<file path="src/design/ostt_pkg.sv">
package ostt_pkg;

  // Default sizes of the timer table.
  localparam int NUM_SLOTS_DEF = 16;
  localparam int TIME_BITS_DEF = 48;

  // Fixed field widths of the request and result channels.
  localparam int OP_W    = 2;
  localparam int SLOT_FW = 4;
  localparam int DUR_W   = 32;
  localparam int OWNER_W = 16;
  localparam int KIND_W  = 2;

  // Most expiries reported for one tick, and the width of their count.
  localparam int MAX_OUT = 16;
  localparam int CNT_W   = $clog2(MAX_OUT + 1);

  typedef enum logic [OP_W-1:0] {
    OP_TICK   = 2'd0,
    OP_CREATE = 2'd1,
    OP_ARM    = 2'd2,
    OP_CLOSE  = 2'd3
  } op_t;

  typedef enum logic [KIND_W-1:0] {
    KIND_CREATED = 2'd0,
    KIND_EXPIRED = 2'd1,
    KIND_DONE    = 2'd2,
    KIND_ERROR   = 2'd3
  } kind_t;

  typedef enum logic [3:0] {
    ST_IDLE,
    ST_TICK,
    ST_SCAN,
    ST_SCAN_END,
    ST_DECIDE,
    ST_OWNER,
    ST_CREATE,
    ST_CHECK,
    ST_ARM_ADD,
    ST_EMIT
  } state_t;

endpackage

</file>
<file path="src/design/ostt_ram.sv">
module ostt_ram #(
  parameter int WIDTH = 32,
  parameter int DEPTH = 16
) (
  input  logic                                       clk,
  input  logic                                       we,
  input  logic [((DEPTH > 1) ? $clog2(DEPTH) : 1)-1:0] waddr,
  input  logic [WIDTH-1:0]                           wdata,
  input  logic [((DEPTH > 1) ? $clog2(DEPTH) : 1)-1:0] raddr,
  output logic [WIDTH-1:0]                           rdata
);

  logic [WIDTH-1:0] mem [DEPTH];

  // One write port and one registered read port.
  always_ff @(posedge clk) begin
    if (we) begin
      mem[waddr] <= wdata;
    end
    rdata <= mem[raddr];
  end

endmodule

</file>
<file path="src/design/ostt_unit.sv">
module ostt_unit #(
  parameter int TIME_BITS = ostt_pkg::TIME_BITS_DEF
) (
  input  logic                 sub,
  input  logic [TIME_BITS-1:0] a,
  input  logic [TIME_BITS-1:0] b,
  output logic [TIME_BITS-1:0] sum,
  output logic                 lt,
  output logic                 eq
);

  localparam int W = TIME_BITS + 1;

  logic [TIME_BITS-1:0] b_op;
  logic [W-1:0]         raw;

  // A single adder: a + b for the clock and expiry, a - b for the compare.
  assign b_op = sub ? ~b : b;
  assign raw  = {1'b0, a} + {1'b0, b_op} + W'(sub);

  // An addition that carries out saturates at the top of the clock range.
  assign sum = (!sub && raw[TIME_BITS]) ? '1 : raw[TIME_BITS-1:0];

  // When subtracting, a carry out means a >= b.
  assign lt = sub && !raw[TIME_BITS];
  assign eq = sub && raw[TIME_BITS] && (raw[TIME_BITS-1:0] == '0);

endmodule

</file>
<file path="src/design/one_shot_timer_table_top.sv">
// Channel   Handshake              Payload
// request   cmd_valid / cmd_stall  op, slot, duration_ms, owner
// result    rsp_valid / rsp_stall  kind, slot_res, notify_owner, last
//
// Requests are taken one at a time; cmd_stall is high from acceptance until the
// last result of the request has been loaded into the result register.
// A tick scans the expiry RAM once when nothing is due. Every timer reported adds
// one more scan of the expiry RAM, except the report that reaches MAX_OUT, as no
// scan follows it. Create searches for a free slot. Reset takes effect at the next
// edge. A stalled result holds the sequencer in its emit step, which lengthens the
// request.
module one_shot_timer_table_top #(
  parameter int NUM_SLOTS = ostt_pkg::NUM_SLOTS_DEF,
  parameter int TIME_BITS = ostt_pkg::TIME_BITS_DEF
) (
  input  logic                         clk,
  input  logic                         rst,
  input  logic                         cmd_valid,
  output logic                         cmd_stall,
  input  logic [ostt_pkg::OP_W-1:0]    op,
  input  logic [ostt_pkg::SLOT_FW-1:0] slot,
  input  logic [ostt_pkg::DUR_W-1:0]   duration_ms,
  input  logic [ostt_pkg::OWNER_W-1:0] owner,
  output logic                         rsp_valid,
  input  logic                         rsp_stall,
  output logic [ostt_pkg::KIND_W-1:0]  kind,
  output logic [ostt_pkg::SLOT_FW-1:0] slot_res,
  output logic [ostt_pkg::OWNER_W-1:0] notify_owner,
  output logic                         last
);

  import ostt_pkg::*;

  localparam int SLOT_W = $clog2(NUM_SLOTS);
  localparam int EXT_W  = SLOT_W + SLOT_FW;
  localparam logic [SLOT_W-1:0] LAST_IDX = SLOT_W'(NUM_SLOTS - 1);

  state_t state, state_next;

  // Latched request.
  op_t                 req_op;
  logic                req_ok;
  logic [SLOT_W-1:0]   req_idx;
  logic [DUR_W-1:0]    req_dur;
  logic [OWNER_W-1:0]  req_owner;
  logic [EXT_W-1:0]    slot_ext;

  // Timer state held in flip-flops.
  logic [TIME_BITS-1:0] now_ms;
  logic [NUM_SLOTS-1:0] used;
  logic [NUM_SLOTS-1:0] armed;

  // Scan state.
  logic [SLOT_W-1:0]    scan_idx;
  logic [SLOT_W-1:0]    cmp_idx;
  logic                 cmp_vld;
  logic                 have;
  logic [SLOT_W-1:0]    best;
  logic [TIME_BITS-1:0] best_t;
  logic [CNT_W-1:0]     cnt;
  logic                 take;

  // Expiry held back until it is known whether another one follows.
  logic                 pend_v;
  logic [SLOT_W-1:0]    pend_slot;
  logic [OWNER_W-1:0]   pend_owner;

  // Next result to be loaded into the result register.
  kind_t                res_kind;
  logic [SLOT_W-1:0]    res_slot;
  logic [OWNER_W-1:0]   res_owner;
  logic                 res_last;
  logic [EXT_W-1:0]     res_slot_ext;
  logic                 rsp_free;

  // Memory ports.
  logic                 dur_we;
  logic [DUR_W-1:0]     dur_rdata;
  logic                 exp_we;
  logic [TIME_BITS-1:0] exp_rdata;
  logic [OWNER_W-1:0]   own_rdata;

  // Shared adder and comparator.
  logic                 u_sub;
  logic [TIME_BITS-1:0] u_a;
  logic [TIME_BITS-1:0] u_b;
  logic [TIME_BITS-1:0] u_sum;
  logic                 u_lt;
  logic                 u_eq;

  ostt_unit #(.TIME_BITS(TIME_BITS)) u_unit (
    .sub (u_sub),
    .a   (u_a),
    .b   (u_b),
    .sum (u_sum),
    .lt  (u_lt),
    .eq  (u_eq)
  );

  ostt_ram #(.WIDTH(DUR_W), .DEPTH(NUM_SLOTS)) u_dur_ram (
    .clk   (clk),
    .we    (dur_we),
    .waddr (scan_idx),
    .wdata (req_dur),
    .raddr (req_idx),
    .rdata (dur_rdata)
  );

  ostt_ram #(.WIDTH(TIME_BITS), .DEPTH(NUM_SLOTS)) u_exp_ram (
    .clk   (clk),
    .we    (exp_we),
    .waddr (req_idx),
    .wdata (u_sum),
    .raddr (scan_idx),
    .rdata (exp_rdata)
  );

  ostt_ram #(.WIDTH(OWNER_W), .DEPTH(NUM_SLOTS)) u_own_ram (
    .clk   (clk),
    .we    (exp_we),
    .waddr (req_idx),
    .wdata (req_owner),
    .raddr (best),
    .rdata (own_rdata)
  );

  assign slot_ext     = EXT_W'(slot);
  assign res_slot_ext = EXT_W'(res_slot);
  assign rsp_free     = !rsp_valid || !rsp_stall;

  // An armed slot becomes the candidate when it is strictly earlier than the best
  // so far; the first one only needs to be due (best_t starts at the clock).
  assign take = cmp_vld && armed[cmp_idx] && (u_lt || (u_eq && !have));

  // Next state.
  always_comb begin
    state_next = state;
    unique case (state)
      ST_IDLE: begin
        if (cmd_valid) begin
          unique case (op_t'(op))
            OP_TICK:   state_next = ST_TICK;
            OP_CREATE: state_next = ST_CREATE;
            default:   state_next = ST_CHECK;
          endcase
        end
      end
      ST_TICK: state_next = ST_SCAN;
      ST_SCAN: begin
        if (scan_idx == LAST_IDX) begin
          state_next = ST_SCAN_END;
        end
      end
      ST_SCAN_END: state_next = ST_DECIDE;
      ST_DECIDE: begin
        if (have && !pend_v) begin
          state_next = ST_OWNER;
        end else begin
          state_next = ST_EMIT;
        end
      end
      ST_OWNER: begin
        if (cnt == CNT_W'(MAX_OUT)) begin
          state_next = ST_EMIT;
        end else begin
          state_next = ST_SCAN;
        end
      end
      ST_CREATE: begin
        if (!used[scan_idx] || scan_idx == LAST_IDX) begin
          state_next = ST_EMIT;
        end
      end
      ST_CHECK: begin
        if (req_ok && used[req_idx] && req_op == OP_ARM && !armed[req_idx]) begin
          state_next = ST_ARM_ADD;
        end else begin
          state_next = ST_EMIT;
        end
      end
      ST_ARM_ADD: state_next = ST_EMIT;
      ST_EMIT: begin
        if (rsp_free) begin
          state_next = res_last ? ST_IDLE : ST_DECIDE;
        end
      end
      default: state_next = ST_IDLE;
    endcase
  end

  // Control outputs of the sequencer.
  always_comb begin
    cmd_stall = (state != ST_IDLE);
    dur_we    = (state == ST_CREATE) && !used[scan_idx];
    exp_we    = (state == ST_ARM_ADD);
    unique case (state)
      ST_TICK: begin
        u_sub = 1'b0;
        u_a   = now_ms;
        u_b   = TIME_BITS'(1);
      end
      ST_ARM_ADD: begin
        u_sub = 1'b0;
        u_a   = now_ms;
        u_b   = TIME_BITS'(dur_rdata);
      end
      default: begin
        u_sub = 1'b1;
        u_a   = exp_rdata;
        u_b   = best_t;
      end
    endcase
  end

  // Control state and timer flags.
  always_ff @(posedge clk) begin
    if (rst) begin
      state     <= ST_IDLE;
      now_ms    <= '0;
      used      <= '0;
      armed     <= '0;
      scan_idx  <= '0;
      cmp_vld   <= 1'b0;
      have      <= 1'b0;
      cnt       <= '0;
      pend_v    <= 1'b0;
      rsp_valid <= 1'b0;
    end else begin
      state   <= state_next;
      cmp_vld <= (state == ST_SCAN);

      if (rsp_valid && !rsp_stall) begin
        rsp_valid <= 1'b0;
      end
      if (state == ST_EMIT && rsp_free) begin
        rsp_valid <= 1'b1;
      end

      unique case (state)
        ST_IDLE: begin
          if (cmd_valid) begin
            scan_idx <= '0;
          end
        end
        ST_TICK: begin
          now_ms   <= u_sum;
          scan_idx <= '0;
          have     <= 1'b0;
          cnt      <= '0;
        end
        ST_SCAN: begin
          if (scan_idx != LAST_IDX) begin
            scan_idx <= scan_idx + 1'b1;
          end
          if (take) begin
            have <= 1'b1;
          end
        end
        ST_SCAN_END: begin
          if (take) begin
            have <= 1'b1;
          end
        end
        ST_DECIDE: begin
          if (have && !pend_v) begin
            armed[best] <= 1'b0;
            cnt         <= cnt + 1'b1;
          end else begin
            pend_v <= 1'b0;
          end
        end
        ST_OWNER: begin
          if (cnt != CNT_W'(MAX_OUT)) begin
            pend_v   <= 1'b1;
            scan_idx <= '0;
            have     <= 1'b0;
          end
        end
        ST_CREATE: begin
          if (!used[scan_idx]) begin
            used[scan_idx]  <= 1'b1;
            armed[scan_idx] <= 1'b0;
          end else if (scan_idx != LAST_IDX) begin
            scan_idx <= scan_idx + 1'b1;
          end
        end
        ST_CHECK: begin
          if (req_ok && used[req_idx] && req_op == OP_CLOSE) begin
            used[req_idx]  <= 1'b0;
            armed[req_idx] <= 1'b0;
          end
        end
        ST_ARM_ADD: begin
          armed[req_idx] <= 1'b1;
        end
        default: begin
        end
      endcase
    end
  end

  // Payload registers.
  always_ff @(posedge clk) begin
    cmp_idx <= scan_idx;

    unique case (state)
      ST_IDLE: begin
        if (cmd_valid) begin
          req_op    <= op_t'(op);
          req_ok    <= (slot_ext < EXT_W'(NUM_SLOTS));
          req_idx   <= slot_ext[SLOT_W-1:0];
          req_dur   <= duration_ms;
          req_owner <= owner;
        end
      end
      ST_TICK: begin
        best_t <= u_sum;
      end
      ST_SCAN, ST_SCAN_END: begin
        if (take) begin
          best   <= cmp_idx;
          best_t <= exp_rdata;
        end
      end
      ST_DECIDE: begin
        if (have && pend_v) begin
          res_kind  <= KIND_EXPIRED;
          res_slot  <= pend_slot;
          res_owner <= pend_owner;
          res_last  <= 1'b0;
        end else if (!have) begin
          res_kind  <= pend_v ? KIND_EXPIRED : KIND_DONE;
          res_slot  <= pend_v ? pend_slot : '0;
          res_owner <= pend_v ? pend_owner : '0;
          res_last  <= 1'b1;
        end
      end
      ST_OWNER: begin
        if (cnt == CNT_W'(MAX_OUT)) begin
          res_kind  <= KIND_EXPIRED;
          res_slot  <= best;
          res_owner <= own_rdata;
          res_last  <= 1'b1;
        end else begin
          pend_slot  <= best;
          pend_owner <= own_rdata;
          best_t     <= now_ms;
        end
      end
      ST_CREATE: begin
        if (!used[scan_idx]) begin
          res_kind  <= KIND_CREATED;
          res_slot  <= scan_idx;
          res_owner <= '0;
          res_last  <= 1'b1;
        end else if (scan_idx == LAST_IDX) begin
          res_kind  <= KIND_ERROR;
          res_slot  <= '0;
          res_owner <= '0;
          res_last  <= 1'b1;
        end
      end
      ST_CHECK: begin
        res_kind  <= (req_ok && used[req_idx]) ? KIND_DONE : KIND_ERROR;
        res_slot  <= '0;
        res_owner <= '0;
        res_last  <= 1'b1;
      end
      ST_EMIT: begin
        if (rsp_free) begin
          kind         <= res_kind;
          slot_res     <= res_slot_ext[SLOT_FW-1:0];
          notify_owner <= res_owner;
          last         <= res_last;
        end
      end
      default: begin
      end
    endcase
  end

endmodule

</file>
<file path="config.mk">
export PLATFORM = sky130hd
export DESIGN_NAME = one_shot_timer_table_top
export DESIGN_NICKNAME = d
export VERILOG_FILES = /design/src/design/ostt_pkg.sv /design/src/design/ostt_ram.sv /design/src/design/ostt_unit.sv /design/src/design/one_shot_timer_table_top.sv
export SDC_FILE = /design/constraint.sdc
export NUM_CORES = 2
export LEC_CHECK = 0
export ABC_AREA = 1
export BUFFER_PORTS_ARGS = -buffer_cell sky130_fd_sc_hd__buf_2
export CAP_MARGIN = 0
export CORE_UTILIZATION = 40
export DETAILED_ROUTE_END_ITERATION = 16
export PLACE_DENSITY = 0.62
export SLEW_MARGIN = 15
export SYNTH_ARGS = -nofsm -noshare
export SYNTH_HDL_FRONTEND = slang
export SYNTH_SLANG_ARGS = --single-unit
</file>
<file path="constraint.sdc">
create_clock -name clk -period 5.7 [get_ports clk]
set_input_delay 0.855 -clock clk [delete_from_list [all_inputs] [get_ports clk]]
set_output_delay 0.855 -clock clk [all_outputs]
set_load 0.02 [all_outputs]
</file>
==> impl_metrics.json <==
{
  "worst_path_max_delay_cell": "dfxtp_1",
  "die_y_um": 435.9,
  "peakVddDrop_v": 0.0005339,
  "cts_tree": "yes",
  "drive_above_1_share": 0.09440,
  "crit_type": "flop to flop",
  "synthesis.nets": 6009,
  "htreeDepth": 4,
  "syn_avg_cell_area_sq_um": 12.77,
  "synthCells": 5897,
  "setup_viol": 0,
  "layout_min_cycle_time_ps": 5207,
  "areaGrowthSynthToFinish_pct": 13.34,
  "crit_top_cell": "nand2_1",
  "synth_area_leader_cell": "edfxtp_1",
  "drt_iter0_drc": 5688,
  "power.switching_uw": 19890,
  "port_buffers": 82,
  "synth_top_family_by_area": "compound AO/OA/AOI/OAI gates",
  "grt_pass1_wl_um": 310100,
  "grt_pass1_vias": 47150,
  "clk_latency_ps": 840,
  "cp-start-kind": "flop",
  "ys_ff_latch": 1905,
  "gp_congestion": 1.006,
  "ys_types": 52,
  "synth_area_leaders": "edfxtp_1 68%, dfxtp_1 5.2%, o21ai_0 4.0%, a22oi_1 3.8%, nand2_1 3.2%",
  "overflow": 0,
  "pwr-share-comb": 0.345,
  "r2r_start": "state[0]$_SDFFE_PP0P_",
  "firstDrtPassIters": 6,
  "antenna_found_initial": 5,
  "multi_input_area_sq_um": 17790,
  "insertedDiodeCount": 0,
  "outcome": "completed",
  "switching_share": 0.3737,
  "rsz0062_at_grt": "no",
  "wire_per_inst_um": 24.55,
  "synth-simple-area-share": 0.08910,
  "crit_family": "simple AND/OR/NAND/NOR gates",
  "fin_skew_ps": 64.24,
  "clkSlewWorstSetupHoldPaths_ps": 60,
  "worst_pin_slew_ps": 1165,
  "grt_use_total": 0.2164,
  "max_stage_delay_ps": 400,
  "fin_ws_ps": 493.0,
  "yosysWarnings": 0,
  "fillers": 16540,
  "dieArea_sq_um": 190000,
  "cts_hold_buf": 0,
  "numCtsBuffers": 186,
  "seq_area_sq_um": 55240,
  "netlist.area_leader.share": 0.6811,
  "drc": 0,
  "viasPerCell": 5.734,
  "vias": 49330,
  "postCtsSetupRepairBufs": 0,
  "pre_cts_ws_ps": 624.4,
  "synth-compound-area-share": 0.1318,
  "finalInstanceArea_sq_um": 85350,
  "ys.flop_type": "edfxtp_1",
  "ant_nets": 0,
  "min_period_over_period": 0.9135,
  "power.internal_uw": 33340,
  "clkPwrFrac": 0.235,
  "worstPathArrival_ps": 5700,
  "io_pins": 83,
  "row_count": 158,
  "seq_power_share": 0.420,
  "timing.fmax_mhz": 192.0,
  "cts_resized": 0,
  "synth_edf_count": 1708,
  "r2r_slack_ps": 490,
  "powerDensity_nw_per_um2": 623.7,
  "min_from": "duration_ms[20]",
  "crit-reg2reg-capture": "best_t[5]$_DFFE_PP_",
  "cp.required_ps": 6200,
  "cp-startpoint": "state[0]$_SDFFE_PP0P_",
  "hold_viol": 0,
  "rr_worst_depth": 30,
  "async_reset_ff_frac": 0,
  "synthMuxAreaShare": 0,
  "critPathMaxFanout": 55,
  "hold_class": "input pin to flop",
  "fp.dieW_um": 435.9,
  "end_kind": "flop",
  "slew_violations": 0,
  "critPathBufInv": 4,
  "cp_num_cells": 30,
  "drv_cap": 0,
  "root_buffer": "clkbuf_16",
  "start_util": 0.4044,
  "clock-sinks": 1905,
  "timing.critical_path.to": "best_t[5]$_DFFE_PP_",
  "dp_hpwl_um": 113300,
  "layout.nets": 6070,
  "drt-total-wl_um": 211200,
  "grt_max_degree": 137,
  "clock_path_buffers": 3,
  "ys_seq_area_frac": 0.7334,
  "core_area_sq_um": 186200,
  "p_leak_uw": 0.02860,
  "synth_xor_area_frac": 0.001512,
  "slew_headroom": 0.2225,
  "placed_cell_area_sq_um": 79090,
  "synth_adder_area_share": 0.009072,
  "netlist_area_sq_um": 75310
}
final cells by class:
type / count / share of cell area
flip-flops and latches: 1905 / 0.6472
clock inverters: 96 / 0.01280
inverters: 365 / 0.01626
multi-input cells: 3294 / 0.2084
well taps: 2480 / 0.03635
repair buffers: 206 / 0.01835
clock buffers: 257 / 0.06064
flip-flops by register name (all words and copies together) (netlist names), 5 cells and up:
signal and cells:
armed 16, best_t 48, cnt 5, notify_owner 16, now_ms 48, pend_owner 16, req_dur 32, req_owner 16
res_owner 16, u_dur_ram.mem 512, u_dur_ram.rdata 32, u_exp_ram.mem 768, u_exp_ram.rdata 48, u_own_ram.mem 256, u_own_ram.rdata 16, used 16
power groups by stage:
stage | Clock (uW) | Sequential (uW) | Combinational, uW
final | 12500 | 22300 | 18400
after global routing | 13200 | 22500 | 20000
after CTS | 12700 | 22300 | 18100
after detailed placement | 0 | 22600 | 18100
after global placement | 0 | 22600 | 17900
after floorplan | 0 | 22200 | 11200
how the worst min path moves through the flow:
stage | end | slack, ps | depth (start not counted)
global placement | notify_owner[15]$_DFFE_PP_ | 410 | 0
floorplan | cmp_idx[1]$_DFF_P_ | 370 | 0
detailed placement | notify_owner[15]$_DFFE_PP_ | 410 | 0
finish | req_dur[20]$_DFFE_PP_ | 190 | 1
CTS | req_dur[20]$_DFFE_PP_ | 130 | 1
global route | req_dur[19]$_DFFE_PP_ | 150 | 1
synth_stat cells, types with 2 or more instances:
cell type     n
and2_1        2
nor4_1        4
o221ai_1     52
nor3b_1       3
o21ai_0     601
a21o_1        5
buf_1        23
clkbuf_1    298
a22o_1       16
a22oi_1     384
or4_1        49
ha_1         53
nand4_1      61
nand3b_1     13
nand3_1     150
nand2_1     644
nor2_4        3
nand2_2      10
buf_4         2
inv_1       354
buf_2        10
nor3_1       39
a21oi_1     298
clkinv_1      3
nand2_4       7
o22ai_1     230
dfxtp_1     197
xnor2_1       8
inv_2         8
o21a_1        5
xor2_1        5
o21bai_1      6
a31oi_1       3
a221oi_1     17
nor2_1      591
o2111ai_1     2
o211ai_1     19
edfxtp_1   1708
layout by cell type, fill, tap and decap left out, drive strengths merged, types with 2 or more instances in the layout:
master / count
a22o: 16
clkinvlp: 5
o21a: 5
nand2: 661
dfxtp: 197
bufinv: 17
clkbuf: 257
o2111ai: 2
nand3b: 14
nor3b: 3
inv: 371
and2: 2
nor4: 4
buf: 206
o21ai: 602
a21oi: 299
ha: 53
or4: 49
clkinv: 68
a22oi: 384
nor3: 39
o21bai: 6
o22ai: 230
nand3: 151
o211ai: 19
edfxtp: 1708
nor2: 595
a31oi: 3
xnor2: 8
a221oi: 17
a21o: 5
o221ai: 52
xor2: 5
nand4: 62
routing by layer:
layer | wire length, um | track usage
met5 | 11 | 0
met4 | 5140 | 0.06140
met3 | 17120 | 0.03432
met2 | 99350 | 0.3471
met1 | 89550 | 0.3043
kinds of logic after synthesis:
kind of cell             Yosys count
flip-flops                      1905
AND/OR/NAND/NOR                 1581
XOR/XNOR                          13
buffers and inverters            698
AO/OA/AOI/OAI                   1646
adder cells (fa/ha/maj)           54
per-stage QoR:
stage               utilization  power (uW)  TNS [ps]  hold WS (ps)  std cells
finish                   0.4583       53240         0         188.0       8603
global route             0.4583       55680         0         148.3       8603
CTS                      0.4583       53130         0         125.8       8603
detailed placement       0.4247       40660         0         405.6       8250
global placement         0.4247       40450         0         406.1       8250
floorplan                     -       33400   -163150         367.8       5897
No activity file was read; power rests on OpenSTA's default activity.
